$ cat src/sv/fcdma_pkg.sv
// Shared types and constants for the four-channel DMA controller.
`default_nettype none
package fcdma_pkg;

	localparam int MAX_CH = 8;
	localparam int QDEPTH = 2;
	localparam int SPECIAL_CH = 3;

	localparam logic [2:0] REQ_PROGRAM = 3'd0;
	localparam logic [2:0] REQ_VBLANK = 3'd1;
	localparam logic [2:0] REQ_HBLANK = 3'd2;
	localparam logic [2:0] REQ_SPECIAL = 3'd3;
	localparam logic [2:0] REQ_STEP = 3'd4;

	localparam logic [1:0] CMD_NONE = 2'd0;
	localparam logic [1:0] CMD_PROG = 2'd1;
	localparam logic [1:0] CMD_TRIG = 2'd2;
	localparam logic [1:0] CMD_STEP = 2'd3;

	localparam logic [1:0] TIM_IMMEDIATE = 2'd0;
	localparam logic [1:0] TIM_SPECIAL = 2'd3;

	localparam logic [1:0] SMODE_INC = 2'd0;
	localparam logic [1:0] SMODE_DEC = 2'd1;

	localparam logic [1:0] TMODE_INC = 2'd0;
	localparam logic [1:0] TMODE_DEC = 2'd1;
	localparam logic [1:0] TMODE_RELOAD = 2'd3;

	localparam logic [16:0] CNT_FULL = 17'h10000;

	typedef struct packed {
		logic [2:0]  req_type;
		logic [1:0]  channel;
		logic [31:0] source_addr;
		logic [31:0] target_addr;
		logic [16:0] unit_count;
		logic        word_size;
		logic [1:0]  source_mode;
		logic [1:0]  target_mode;
		logic        repeat_on;
		logic [1:0]  timing;
		logic        irq_enable;
		logic        drq_enable;
	} req_t;

	typedef struct packed {
		logic        transfer_valid;
		logic [1:0]  active_channel;
		logic [31:0] read_address;
		logic [31:0] write_address;
		logic        unit_is_word;
		logic        nonsequential;
		logic        run_finished;
		logic        dma_irq;
		logic        cartridge_irq;
	} rsp_t;

	typedef struct packed {
		logic       word_size;
		logic [1:0] source_mode;
		logic [1:0] target_mode;
		logic       repeat_on;
		logic [1:0] timing;
		logic       irq_enable;
		logic       drq_enable;
	} settings_t;

	typedef struct packed {
		logic [1:0]        kind;
		logic [1:0]        channel;
		logic [1:0]        trig_code;
		logic [MAX_CH-1:0] trig_mask;
		logic [31:0]       source;
		logic [31:0]       target;
		logic [16:0]       count;
		settings_t         settings;
	} cmd_t;

endpackage
`default_nettype wire

$ cat src/sv/four_channel_dma_controller.sv
// Four-channel DMA controller top level: decoder, command queue and execution side.
// Each request word is queued, then its response word is registered in rsp_q.
// One request per cycle while req_stall is low; the queue absorbs response stalls.
// The response register is loaded when empty or when the current response is taken.
// Reset: every channel disabled and idle, command queue empty, no response held.
`default_nettype none
module four_channel_dma_controller #(
	parameter int NUM_CHANNELS = 4
) (
	input  wire logic        clk,
	input  wire logic        arst_n,
	input  wire logic        req_valid,
	output logic             req_stall,
	input  fcdma_pkg::req_t  req,
	output logic             rsp_valid,
	input  wire logic        rsp_stall,
	output fcdma_pkg::rsp_t  rsp
);

	fcdma_pkg::cmd_t dec_cmd;
	fcdma_pkg::cmd_t head;
	logic            q_full;
	logic            head_valid;
	logic            pop;

	assign req_stall = q_full;

	fcdma_front #(
		.NUM_CHANNELS(NUM_CHANNELS)
	) u_front (
		.req(req),
		.cmd(dec_cmd)
	);

	fcdma_queue u_queue (
		.clk(clk),
		.arst_n(arst_n),
		.push(req_valid),
		.push_data(dec_cmd),
		.full(q_full),
		.pop(pop),
		.head_valid(head_valid),
		.head(head)
	);

	fcdma_back #(
		.NUM_CHANNELS(NUM_CHANNELS)
	) u_back (
		.clk(clk),
		.arst_n(arst_n),
		.head_valid(head_valid),
		.head(head),
		.pop(pop),
		.rsp_valid(rsp_valid),
		.rsp_stall(rsp_stall),
		.rsp(rsp)
	);

endmodule
`default_nettype wire

$ cat src/sv/fcdma_front.sv
// Request decoder: classifies each word into a command for the execution side.
`default_nettype none
module fcdma_front #(
	parameter int NUM_CHANNELS = 4
) (
	input  fcdma_pkg::req_t req,
	output fcdma_pkg::cmd_t cmd
);

	logic        cnt_bad;
	logic        ch_ok;
	logic [16:0] cnt_norm;

	assign cnt_bad = (req.unit_count == 17'd0)
		|| (req.unit_count[16] && (req.unit_count[15:0] != 16'd0));
	assign cnt_norm = cnt_bad ? fcdma_pkg::CNT_FULL : req.unit_count;
	assign ch_ok = (32'(req.channel) < NUM_CHANNELS);

	always_comb begin
		cmd.kind = fcdma_pkg::CMD_NONE;
		case (req.req_type)
			fcdma_pkg::REQ_PROGRAM: begin
				if (ch_ok) cmd.kind = fcdma_pkg::CMD_PROG;
			end
			fcdma_pkg::REQ_VBLANK,
			fcdma_pkg::REQ_HBLANK,
			fcdma_pkg::REQ_SPECIAL: cmd.kind = fcdma_pkg::CMD_TRIG;
			fcdma_pkg::REQ_STEP: cmd.kind = fcdma_pkg::CMD_STEP;
			default: cmd.kind = fcdma_pkg::CMD_NONE;
		endcase
		cmd.channel = req.channel;
		cmd.trig_code = req.req_type[1:0];
		for (int i = 0; i < fcdma_pkg::MAX_CH; i++) begin
			if (req.req_type == fcdma_pkg::REQ_SPECIAL)
				cmd.trig_mask[i] = (i == fcdma_pkg::SPECIAL_CH) && (i < NUM_CHANNELS);
			else
				cmd.trig_mask[i] = 1'b1;
		end
		cmd.source = req.source_addr;
		cmd.target = req.target_addr;
		cmd.count = cnt_norm;
		cmd.settings.word_size = req.word_size;
		cmd.settings.source_mode = req.source_mode;
		cmd.settings.target_mode = req.target_mode;
		cmd.settings.repeat_on = req.repeat_on;
		cmd.settings.timing = req.timing;
		cmd.settings.irq_enable = req.irq_enable;
		cmd.settings.drq_enable = req.drq_enable;
	end

endmodule
`default_nettype wire

$ cat src/sv/fcdma_queue.sv
// Short command queue between the decoder and the execution side.
`default_nettype none
module fcdma_queue (
	input  wire logic            clk,
	input  wire logic            arst_n,
	input  wire logic            push,
	input  fcdma_pkg::cmd_t      push_data,
	output logic                 full,
	input  wire logic            pop,
	output logic                 head_valid,
	output fcdma_pkg::cmd_t      head
);

	localparam int PTR_W = (fcdma_pkg::QDEPTH > 1) ? $clog2(fcdma_pkg::QDEPTH) : 1;
	localparam int CNT_W = $clog2(fcdma_pkg::QDEPTH + 1);

	fcdma_pkg::cmd_t  slot_q [fcdma_pkg::QDEPTH];
	logic [PTR_W-1:0] wr_ptr_q;
	logic [PTR_W-1:0] rd_ptr_q;
	logic [CNT_W-1:0] cnt_q;
	logic             do_push;
	logic             do_pop;

	assign full = (cnt_q == CNT_W'(fcdma_pkg::QDEPTH));
	assign head_valid = (cnt_q != '0);
	assign head = slot_q[rd_ptr_q];
	assign do_push = push && !full;
	assign do_pop = pop && head_valid;

	always_ff @(posedge clk) begin
		if (do_push) slot_q[wr_ptr_q] <= push_data;
	end

	always_ff @(posedge clk or negedge arst_n) begin
		if (!arst_n) begin
			wr_ptr_q <= '0;
			rd_ptr_q <= '0;
			cnt_q <= '0;
		end else begin
			if (do_push)
				wr_ptr_q <= (wr_ptr_q == PTR_W'(fcdma_pkg::QDEPTH - 1)) ? '0 : wr_ptr_q + 1'b1;
			if (do_pop)
				rd_ptr_q <= (rd_ptr_q == PTR_W'(fcdma_pkg::QDEPTH - 1)) ? '0 : rd_ptr_q + 1'b1;
			if (do_push && !do_pop) cnt_q <= cnt_q + 1'b1;
			else if (do_pop && !do_push) cnt_q <= cnt_q - 1'b1;
		end
	end

	a_cnt_bound: assert property (@(posedge clk) disable iff (!arst_n)
		cnt_q <= CNT_W'(fcdma_pkg::QDEPTH))
		else $error("queue count above depth");

	a_cnt_drain: assert property (@(posedge clk) disable iff (!arst_n)
		(do_pop && !do_push) |=> (cnt_q == $past(cnt_q) - 1'b1))
		else $error("queue count not reduced on pop");

endmodule
`default_nettype wire

$ cat src/sv/fcdma_back.sv
// Channel state and execution: programming, triggers and transfer steps.
`default_nettype none
module fcdma_back #(
	parameter int NUM_CHANNELS = 4
) (
	input  wire logic        clk,
	input  wire logic        arst_n,
	input  wire logic        head_valid,
	input  fcdma_pkg::cmd_t  head,
	output logic             pop,
	output logic             rsp_valid,
	input  wire logic        rsp_stall,
	output fcdma_pkg::rsp_t  rsp
);

	localparam int CH_W = (NUM_CHANNELS > 1) ? $clog2(NUM_CHANNELS) : 1;

	logic [31:0]            src_q  [NUM_CHANNELS];
	logic [31:0]            tgt_q  [NUM_CHANNELS];
	logic [31:0]            rtgt_q [NUM_CHANNELS];
	logic [16:0]            rem_q  [NUM_CHANNELS];
	logic [16:0]            rld_q  [NUM_CHANNELS];
	fcdma_pkg::settings_t   set_q  [NUM_CHANNELS];
	logic [NUM_CHANNELS-1:0] en_q;
	logic [NUM_CHANNELS-1:0] pend_q;

	fcdma_pkg::rsp_t      rsp_q;
	logic                 rsp_valid_q;

	logic                 found;
	logic [CH_W-1:0]      pick;
	logic [CH_W-1:0]      pch;
	fcdma_pkg::settings_t st;
	logic [31:0]          seek;
	logic [31:0]          src_nx;
	logic [31:0]          tgt_nx;
	logic [16:0]          cnt_nx;
	logic                 fin;
	logic                 step_go;
	fcdma_pkg::rsp_t      rsp_d;

	assign pop = head_valid && (!rsp_valid_q || !rsp_stall);
	assign pch = CH_W'(head.channel);

	always_comb begin
		found = 1'b0;
		pick = '0;
		for (int i = NUM_CHANNELS - 1; i >= 0; i--) begin
			if (pend_q[i]) begin
				found = 1'b1;
				pick = CH_W'(i);
			end
		end
	end

	always_comb begin
		st = set_q[pick];
		seek = st.word_size ? 32'd4 : 32'd2;
		case (st.source_mode)
			fcdma_pkg::SMODE_INC: src_nx = src_q[pick] + seek;
			fcdma_pkg::SMODE_DEC: src_nx = src_q[pick] - seek;
			default: src_nx = src_q[pick];
		endcase
		case (st.target_mode)
			fcdma_pkg::TMODE_INC,
			fcdma_pkg::TMODE_RELOAD: tgt_nx = tgt_q[pick] + seek;
			fcdma_pkg::TMODE_DEC: tgt_nx = tgt_q[pick] - seek;
			default: tgt_nx = tgt_q[pick];
		endcase
		cnt_nx = rem_q[pick] - 17'd1;
		fin = (cnt_nx == 17'd0);
		step_go = (head.kind == fcdma_pkg::CMD_STEP) && found;

		rsp_d = '0;
		if (step_go) begin
			rsp_d.transfer_valid = 1'b1;
			rsp_d.active_channel = 2'(pick);
			rsp_d.read_address = src_q[pick];
			rsp_d.write_address = tgt_q[pick];
			rsp_d.unit_is_word = st.word_size;
			rsp_d.nonsequential = (rem_q[pick] == rld_q[pick]);
			rsp_d.run_finished = fin;
			rsp_d.dma_irq = st.irq_enable;
			rsp_d.cartridge_irq = (NUM_CHANNELS > fcdma_pkg::SPECIAL_CH)
				&& (32'(pick) == fcdma_pkg::SPECIAL_CH) && st.drq_enable;
		end
	end

	always_ff @(posedge clk) begin
		if (pop) begin
			if (head.kind == fcdma_pkg::CMD_PROG) begin
				src_q[pch] <= head.source;
				tgt_q[pch] <= head.target;
				rtgt_q[pch] <= head.target;
				rem_q[pch] <= head.count;
				rld_q[pch] <= head.count;
				set_q[pch] <= head.settings;
			end else if (step_go) begin
				src_q[pick] <= src_nx;
				tgt_q[pick] <= (fin && (st.target_mode == fcdma_pkg::TMODE_RELOAD))
					? rtgt_q[pick] : tgt_nx;
				rem_q[pick] <= (fin && st.repeat_on) ? rld_q[pick] : cnt_nx;
			end
		end
	end

	always_ff @(posedge clk or negedge arst_n) begin
		if (!arst_n) begin
			en_q <= '0;
			pend_q <= '0;
		end else if (pop) begin
			case (head.kind)
				fcdma_pkg::CMD_PROG: begin
					en_q[pch] <= 1'b1;
					pend_q[pch] <= (head.settings.timing == fcdma_pkg::TIM_IMMEDIATE);
				end
				fcdma_pkg::CMD_TRIG: begin
					for (int i = 0; i < NUM_CHANNELS; i++) begin
						if (en_q[i] && head.trig_mask[i] && (set_q[i].timing == head.trig_code))
							pend_q[i] <= 1'b1;
					end
				end
				fcdma_pkg::CMD_STEP: begin
					if (found && fin) begin
						pend_q[pick] <= 1'b0;
						if (!st.repeat_on) en_q[pick] <= 1'b0;
					end
				end
				default: begin
				end
			endcase
		end
	end

	always_ff @(posedge clk) begin
		if (pop) rsp_q <= rsp_d;
	end

	always_ff @(posedge clk or negedge arst_n) begin
		if (!arst_n) rsp_valid_q <= 1'b0;
		else if (pop) rsp_valid_q <= 1'b1;
		else if (!rsp_stall) rsp_valid_q <= 1'b0;
	end

	assign rsp_valid = rsp_valid_q;
	assign rsp = rsp_q;

	a_pend_en: assert property (@(posedge clk) disable iff (!arst_n)
		(pend_q & ~en_q) == '0)
		else $error("channel pending while disabled");

	a_fin_xfer: assert property (@(posedge clk) disable iff (!arst_n)
		(rsp_valid_q && rsp_q.run_finished) |-> rsp_q.transfer_valid)
		else $error("run finished without a transfer");

	a_step_clear: assert property (@(posedge clk) disable iff (!arst_n)
		(pop && step_go && fin) |=> !pend_q[$past(pick)])
		else $error("finished channel still pending");

endmodule
`default_nettype wire
$ cat config.mk
export PLATFORM = sky130hd
export DESIGN_NAME = four_channel_dma_controller
export DESIGN_NICKNAME = d
export VERILOG_FILES = /design/src/sv/fcdma_pkg.sv /design/src/sv/four_channel_dma_controller.sv /design/src/sv/fcdma_front.sv /design/src/sv/fcdma_queue.sv /design/src/sv/fcdma_back.sv
export SDC_FILE = /design/constraint.sdc
export NUM_CORES = 1
export LEC_CHECK = 0
export BUFFER_PORTS_ARGS = -buffer_cell sky130_fd_sc_hd__buf_2
export CORE_MARGIN = 2
export CORE_UTILIZATION = 30
export CTS_CLUSTER_SIZE = 40
export DETAILED_ROUTE_END_ITERATION = 12
export MAX_ROUTING_LAYER = met4
export PLACE_DENSITY = 0.42
export REMOVE_ABC_BUFFERS = 1
export SYNTH_ARGS = -nofsm -noshare
export SYNTH_HDL_FRONTEND = slang
export SYNTH_HIERARCHICAL = 1
export SYNTH_SLANG_ARGS = --single-unit
$ cat constraint.sdc
create_clock -name clk -period 21.6 [get_ports clk]
set_clock_uncertainty 0.15 [all_clocks]
set_input_delay 3.24 -clock clk [delete_from_list [all_inputs] [get_ports clk]]
set_output_delay 3.24 -clock clk [all_outputs]
set_load 0.01 [all_outputs]
==> metrics.md, run 1 <==
| Metric | Value |
|---|---|
| Ports | `around 170` |
| Initial Util | `a little over 30%` |
| WS Path Type | `register to register` |
| RSZ-0062 raised after global routing | `false` |
| Crit path largest cell delay | `~980 ps` |
| Final WS setup | `around 14,000 ps` |
| Total inserted antenna cells | `0` |
| CP Launch Type | `register` |
| CTS tree | `built` |
| Clock buffer depth | `3` |
| Mapped cell area | `approximately 38,000 sq um` |
| Via-per-instance ratio | `slightly above 5` |
| Final Hold Violating Endpoints | `0` |
| Area grow syn2layout | `14.03%` |
| Min Tclk post-route | `around 7700 ps` |
| Vias in the first global route | `roughly 24,000` |
| Die width | `around 360 microns` |
| CTS sink cnt | `844` |
| CTS resizes | `0` |
| Relative slew slack | `between 10 and 15%` |
| M1 GR Usage | `between 20% and 30%` |
| Die height | `358.0 microns` |
| Total vias in the final route | `approximately 23,000` |
| PwrDens | `147.2 nW/um^2` |
| GRT Util Overall | `about 17%` |
| Slowest stage cell, crit path | `dfrtp_1` |
| Setup crit end kind | `register` |
| Ys Warns | `6` |
| Hold_sp | `u_queue/cnt_q[1]` |
| Tightest Hold Check Type | `register to register` |
| Busiest grt layer | `met2` |
| Peak supply drop | `~79 uV` |
| Crit-path cells | `nand2b_1 > a21o_4 > buf_4 > nand2_1 > a21oi_1 > a221oi_2 > buf_4 > nand2_1 > inv_1 > buf_4 > ha_1 > a21o_1 > a21oi_1 > o21ai_0 > or4b_2 > a221oi_1 > o21ai_0 > a221o_1 > nand2_1 > a21oi_1 > o41ai_1` |
| Worst slew pin tran | `around 1300 ps` |
| Dpl ws | `~14,000 ps` |
| Share of total power in sequential cells | `38.8%` |
| Clock Pin Slew Worst Setup and Hold Paths | `approximately 60 ps` |
| R2r endpoint | `u_back/src_q[3][31]` |
| # setup viols final | `0` |
| Sw frac | `between 30 and 40%` |
| Post-route insts no fill | `4,578` |
| Largest net degree at the start of global routing | `between 90 and 100` |
| DRC Markers | `0` |
| DP HPWL | `66,880 microns` |
| Slew Limit Fails | `0` |
| # fillers | `12,030` |
| CTS HTree Levels | `3` |
| Critical path arrival | `7940 ps` |
| Congestion Overflow GR | `0` |
| Initial drt markers | `1,732` |
| Ratio of cells with drive above 1 in the final layout | `around 17%` |
| Initial antenna violation count | `2` |
| FF+latch area | `approximately 25,000 sq um` |
| Cts hold-fix bufs | `0` |
| Core area | `approximately 120,000 sq um` |
| WL final | `107,800 microns` |
| Internal power | `4.063 mW` |
| Site Rows | `between 100 and 150` |
| GR Util met3 | `under 10%` |
| Met2 usage | `between 20 and 30%` |
| Routed len/inst | `about 24 microns` |
| Tcrit/Tclk final | `~36%` |
| Pre-antenna DRT Iters | `5` |
| Clock power share | `25.3%` |
| Layout Nets | `3,030` |
| Max_cap viols | `0` |
| Final Power | `roughly 6.3 mW` |
| Combinational Power Share | `between 30% and 40%` |
| Required @ worst endpoint | `roughly 22,000 ps` |
| DRT antenna net count | `0` |
| Worst Path Max Fanout | `39` |
| Setup bufs post-CTS | `0` |
| Outcome | `finished, final reports clean` |
| Footprint of the multi-input gates | `between 10,000 and 15,000 sq um` |
| Placed Instances | `between 4,000 and 5,000` |
| Port Buffers | `around 170` |
| Die Area | `128,200 sq um` |
| Hold depth | `1` |
| Hold worst-path end | `u_queue/cnt_q[1]` |
| R2R depth | `21` |
| First-pass GRT wire length | `~160,000 microns` |
| P_leak | `between 10 and 15 nW` |
| Cts bufs inserted | `slightly below 100` |
| Post-Syn Area per Cell | `13.55 sq um` |
| Latest clock arrival within the worst-skew pair | `approximately 680 ps` |
| Final TNS setup | `0 ps` |
| Switch Pwr | `approximately 2.3 mW` |
| Cell count after synthesis | `approximately 2,800` |
| CTS root buf | `clkbuf_16` |
| R2R Setup Slk | `approximately 14,000 ps` |
| Placer congestion estimate | `0.8406` |
| Fmax achieved | `0.1296 GHz` |
==> worst max path at each step <==
| stage | slack (ps) | depth (start not counted) | start | endpoint |
|---|---|---|---|---|
| global placement | 14030 | 21 | register | u_back/src_q[0][31] |
| floorplan | 8740 | 5 | rsp_stall | u_back/rem_q[2][0] |
| detailed placement | 13880 | 21 | register | u_back/src_q[1][31] |
| global route | 13260 | 21 | register | u_back/src_q[3][31] |
| finish | 13880 | 21 | register | u_back/src_q[3][31] |
| CTS | 13850 | 21 | register | u_back/src_q[3][31] |
==> critical path: cells and delay by family (launching register included) <==
family	cells	cell delay, ps
adders and majority gates	1	400
DFF	1	980
and+or+nand+nor	5	1450
AOI/OAI and AO/OA	11	3270
buffers and inverters	4	1140
==> per-stage QoR <==
stage               hold slack (ps)  area, sq um  utilization, %
finish                        346.1        42870           34.59
global route                  383.3        42870           34.59
CTS                           353.2        42870           34.59
detailed placement            341.0        39790           32.10
global placement              327.2        39790           32.10
floorplan                     305.9        36340               -
==> power groups by stage <==
stage | registers [mW] | clock network, mW | logic (mW)
after floorplan | 2.54 | 0 | 1.45
after global placement | 2.48 | 0 | 2.26
after detailed placement | 2.49 | 0 | 2.28
after CTS | 2.45 | 1.65 | 2.30
after global routing | 2.48 | 1.71 | 2.50
final | 2.45 | 1.60 | 2.27
==> cell type report <==
type                            instances  share of cell area (%)
Multi-Input combinational cell       1673                   25.91
Clock inverter                         56                   1.211
Tap cell                             1637                   4.777
Sequential cell                       844                   58.97
Clock buffer                          120                   5.986
Timing Repair Buffer                  219                   2.883
Inverter                               29                  0.2597
==> state kept, by name, indices dropped and copies added, names as in the netlist, named ones only <==
register	count
u_back/src_q	128
u_back/set_q	37
u_back/rtgt_q	128
u_back/rem_q	68
u_queue/slot_q	202
u_back/en_q	4
u_queue/cnt_q	2
u_back/rsp_valid	1
u_queue/wr_ptr_q	1
u_queue/rd_ptr_q	1
u_back/rld_q	68
u_back/rsp	72
u_back/tgt_q	128
==> layout by cell type (no fill, tap or decap), types with 29 or more instances in the layout <==
| cell | count |
|---|---|
| a21o_1 | 29 |
| a21oi_1 | 231 |
| a221o_1 | 104 |
| a221oi_1 | 39 |
| and2_1 | 63 |
| buf_2 | 173 |
| buf_4 | 44 |
| clkbuf_16 | 99 |
| edfxtp_1 | 831 |
| ha_1 | 66 |
| mux2_2 | 65 |
| mux2_4 | 40 |
| nand2_1 | 381 |
| nor2_1 | 101 |
| nor3_1 | 38 |
| o21ai_0 | 96 |
| xnor2_1 | 55 |
| xor2_1 | 38 |
==> layer usage <==
| layer | up-vias | wire length, microns |
|---|---|---|
| met2 | 591 | 51060 |
| met3 | 116 | 4608 |
| li1 | 10700 | - |
| met5 | - | 0 |
| met1 | 11940 | 50300 |
| met4 | 0 | 1853 |
No activity file was read; power rests on OpenSTA's default activity.
==> run 2: changes to the inputs <==
--- a/config.mk
+++ b/config.mk
@@ -5,6 +5,7 @@
 export SDC_FILE = /design/constraint.sdc
 export NUM_CORES = 1
 export LEC_CHECK = 0
+export ABC_AREA = 1
 export BUFFER_PORTS_ARGS = -buffer_cell sky130_fd_sc_hd__buf_2
 export CORE_MARGIN = 2
 export CORE_UTILIZATION = 30
==> constraint.sdc (replaced) <==
create_clock -name clk -period 7.4 [get_ports clk]
set_clock_uncertainty 0.15 [all_clocks]
set_input_delay 1.11 -clock clk [delete_from_list [all_inputs] [get_ports clk]]
set_output_delay 1.11 -clock clk [all_outputs]
set_load 0.01 [all_outputs]
==> run 2 against run 1 <==
  * Cell area up 3.9%
  * First-iteration DRC count down 11%
  * Area after synthesis up 4.6%
  * Maximum frequency up 23%
  * Synthesized cell count up 32%
  * Sequential share of layout area down 2.2 points
  * Routed wire length up 3.6%
  * Critical endpoint is now u_back/src_q[0][22]
  * Largest cell class unchanged
==> metrics.md, run 2 <==
| Metric | Value |
|---|---|
| Max FFs per register | `202` |
| Die width | `between 300 and 400 microns` |
| Tcrit/Tclk final | `84.43%` |
| Cell count after synthesis | `3,668` |
| Relative slew slack | `approximately a quarter` |
| Core Util, Final | `between 30% and 40%` |
| R2R Setup Slk | `1150 ps` |
| Buf/Inv on CP | `5` |
| # fillers | `~13,000` |
| Site Rows | `132` |
| Largest net degree at the start of global routing | `approximately 120` |
| Sw frac | `between 40% and 50%` |
| GRT Util Overall | `between 10% and 20%` |
| Share of total power in sequential cells | `a little under a third` |
| Slew Limit Fails | `0` |
| CTS tree | `built` |
| WL final | `approximately 110,000 microns` |
| DP HPWL | `slightly below 70,000 microns` |
| Routed len/inst | `roughly 20 microns` |
| Port Buffers | `173` |
| Ys Warns | `6` |
| Most flops, register | `u_queue/slot_q` |
| Die height | `between 300 and 400 microns` |
| Peak supply drop | `between 400 and 500 uV` |
| # setup viols final | `0` |
| R2R depth | `23` |
| Leading cell type in the layout, fill and taps excluded | `nand2_1` |
| Switch Pwr | `10.32 mW` |
| Setup bufs post-CTS | `0` |
| CP Launch Type | `register` |
| Tightest Hold Check Type | `input pin to asynchronous set/reset pin` |
| Crit-path leading delay family | `compound AO/OA/AOI/OAI gates` |
| Die Area | `about 130,000 sq um` |
| Total vias in the final route | `between 20,000 and 30,000` |
| Final TNS setup | `0 ps` |
| Critical path arrival | `~6500 ps` |
| Outcome | `finished, final reports clean` |
| Congestion Overflow GR | `0` |
| Max_cap viols | `0` |
| Final Hold Violating Endpoints | `0` |
| Via-per-instance ratio | `4.690` |
| DRC Markers | `0` |
| Layout Nets | `3,919` |
| Combinational Power Share | `between 40 and 50%` |
| CTS sink cnt | `844` |
| Cts bufs inserted | `99` |
| Worst slew pin tran | `1128 ps` |
| Mapped cell area | `between 30,000 and 40,000 sq um` |
| Setup crit end kind | `register` |
| Most frequent cells in the layout | `nand2_1 (1,000), edfxtp_1 (831), inv_1 (321), nor2_1 (240), o21ai_0 (228)` |
| CTS HTree Levels | `3` |
| Cts hold-fix bufs | `0` |
| Slowest stage cell, crit path | `inv_1` |
| Fmax achieved | `0.1601 GHz` |
| First-pass GRT wire length | `168,700 microns` |
| CTS root buf | `clkbuf_16` |
| Area grow syn2layout | `13.30%` |
| Initial Util | `30.29%` |
| Internal power | `between 10 and 15 mW` |
| Min Tclk post-route | `roughly 6200 ps` |
| CTS resizes | `0` |
| Clock power share | `about a fifth` |
| Latest clock arrival within the worst-skew pair | `~700 ps` |
| Vias in the first global route | `roughly 27,000` |
| Ratio of cells with drive above 1 in the final layout | `11.17%` |
| Core area | `129,800 sq um` |
| Ports | `174` |
| Clock Pin Slew Worst Setup and Hold Paths | `roughly 60 ps` |
| DRT antenna net count | `0` |
| Pre-antenna DRT Iters | `5` |
| Initial antenna violation count | `4` |
| Crit path largest cell delay | `around 850 ps` |
| RSZ-0062 raised after global routing | `false` |
| WS Path Type | `register to register` |
| Placer congestion estimate | `around 0.9` |
| R2r endpoint | `u_back/src_q[0][22]` |
| P_leak | `around 17 nW` |
| Post-Syn Area per Cell | `between 10 and 15 sq um` |
| Crit-path cells | `nor2_4 > inv_2 > nor2_4 > inv_4 > o21ai_0 > o21bai_1 > nand2_1 > inv_1 > buf_4 > nand3_1 > inv_1 > ha_1 > nand2_1 > o21ai_0 > a21oi_1 > o21ai_0 > a21oi_1 > o21ai_0 > a21boi_0 > o211ai_1 > nand3_1 > nand2_1 > nand2_1` |
| Initial drt markers | `approximately 1,500` |
| Worst Path Max Fanout | `43` |
| Required @ worst endpoint | `roughly 7700 ps` |
| Clock buffer depth | `3` |
| PwrDens | `between 500 and 600 nW/um^2` |
run 2: final cells by class:
| type | count | area, sq um | area share, % |
|---|---|---|---|
| Antenna cell | 2 | 5.005 | 0.01123 |
| Inverter | 339 | 1291 | 2.898 |
| Sequential cell | 844 | 25280 | 56.75 |
| Clock buffer | 139 | 2751 | 6.176 |
| Timing Repair Buffer | 217 | 1259 | 2.825 |
| Tap cell | 1742 | 2180 | 4.892 |
| Multi-Input combinational cell | 2252 | 11510 | 25.83 |
| Clock inverter | 41 | 276.5 | 0.6206 |
run 2: how the worst max path moves through the flow:
stage / to / from / slack (ps) / cells after the start
CTS: u_back/src_q[0][22] / register / 1120 / 23
global route: u_back/src_q[0][31] / register / 690 / 27
finish: u_back/src_q[0][22] / register / 1150 / 23
global placement: u_back/src_q[0][22] / register / 1230 / 22
detailed placement: u_back/src_q[1][22] / register / 1160 / 23
floorplan: u_back/rem_q[3][0] / u_queue/rd_ptr_q / -4960 / 11
run 2: power by group through the flow:
stage          Combinational (mW)  Sequential, mW  Clock [mW]
2_1_floorplan                7.43            7.52           0
3_3_place_gp                 11.7            7.34           0
3_5_place_dp                 11.6            7.33           0
4_1_cts                      11.7            7.24        4.73
5_1_grt                      13.0            7.32        4.88
6_report                     11.5            7.23        4.57
run 2: layer usage:
metal | vias to the layer above | share of wire, % | GRT usage [%]
li1 | 12760 | - | -
met1 | 12780 | 47 | 22.56
met2 | 467 | 47 | 27.55
met3 | 147 | 3.7 | 2.428
met4 | 0 | 2.0 | 4.036
met5 | - | 0 | -
run 2: metrics by stage:
| stage | std cells | setup WS (ps) | hold WS, ps | total power, mW | cell area, sq um |
|---|---|---|---|---|---|
| floorplan | 3435 | -4958 | 291.7 | 14.95 | 37960 |
| global placement | 5394 | 1225 | 314.2 | 19.03 | 41520 |
| detailed placement | 5394 | 1158 | 311.4 | 18.95 | 41520 |
| CTS | 5574 | 1123 | 141.1 | 23.64 | 44550 |
| global route | 5576 | 686.5 | 171.8 | 25.20 | 44550 |
| finish | 5576 | 1152 | 186.5 | 23.31 | 44550 |
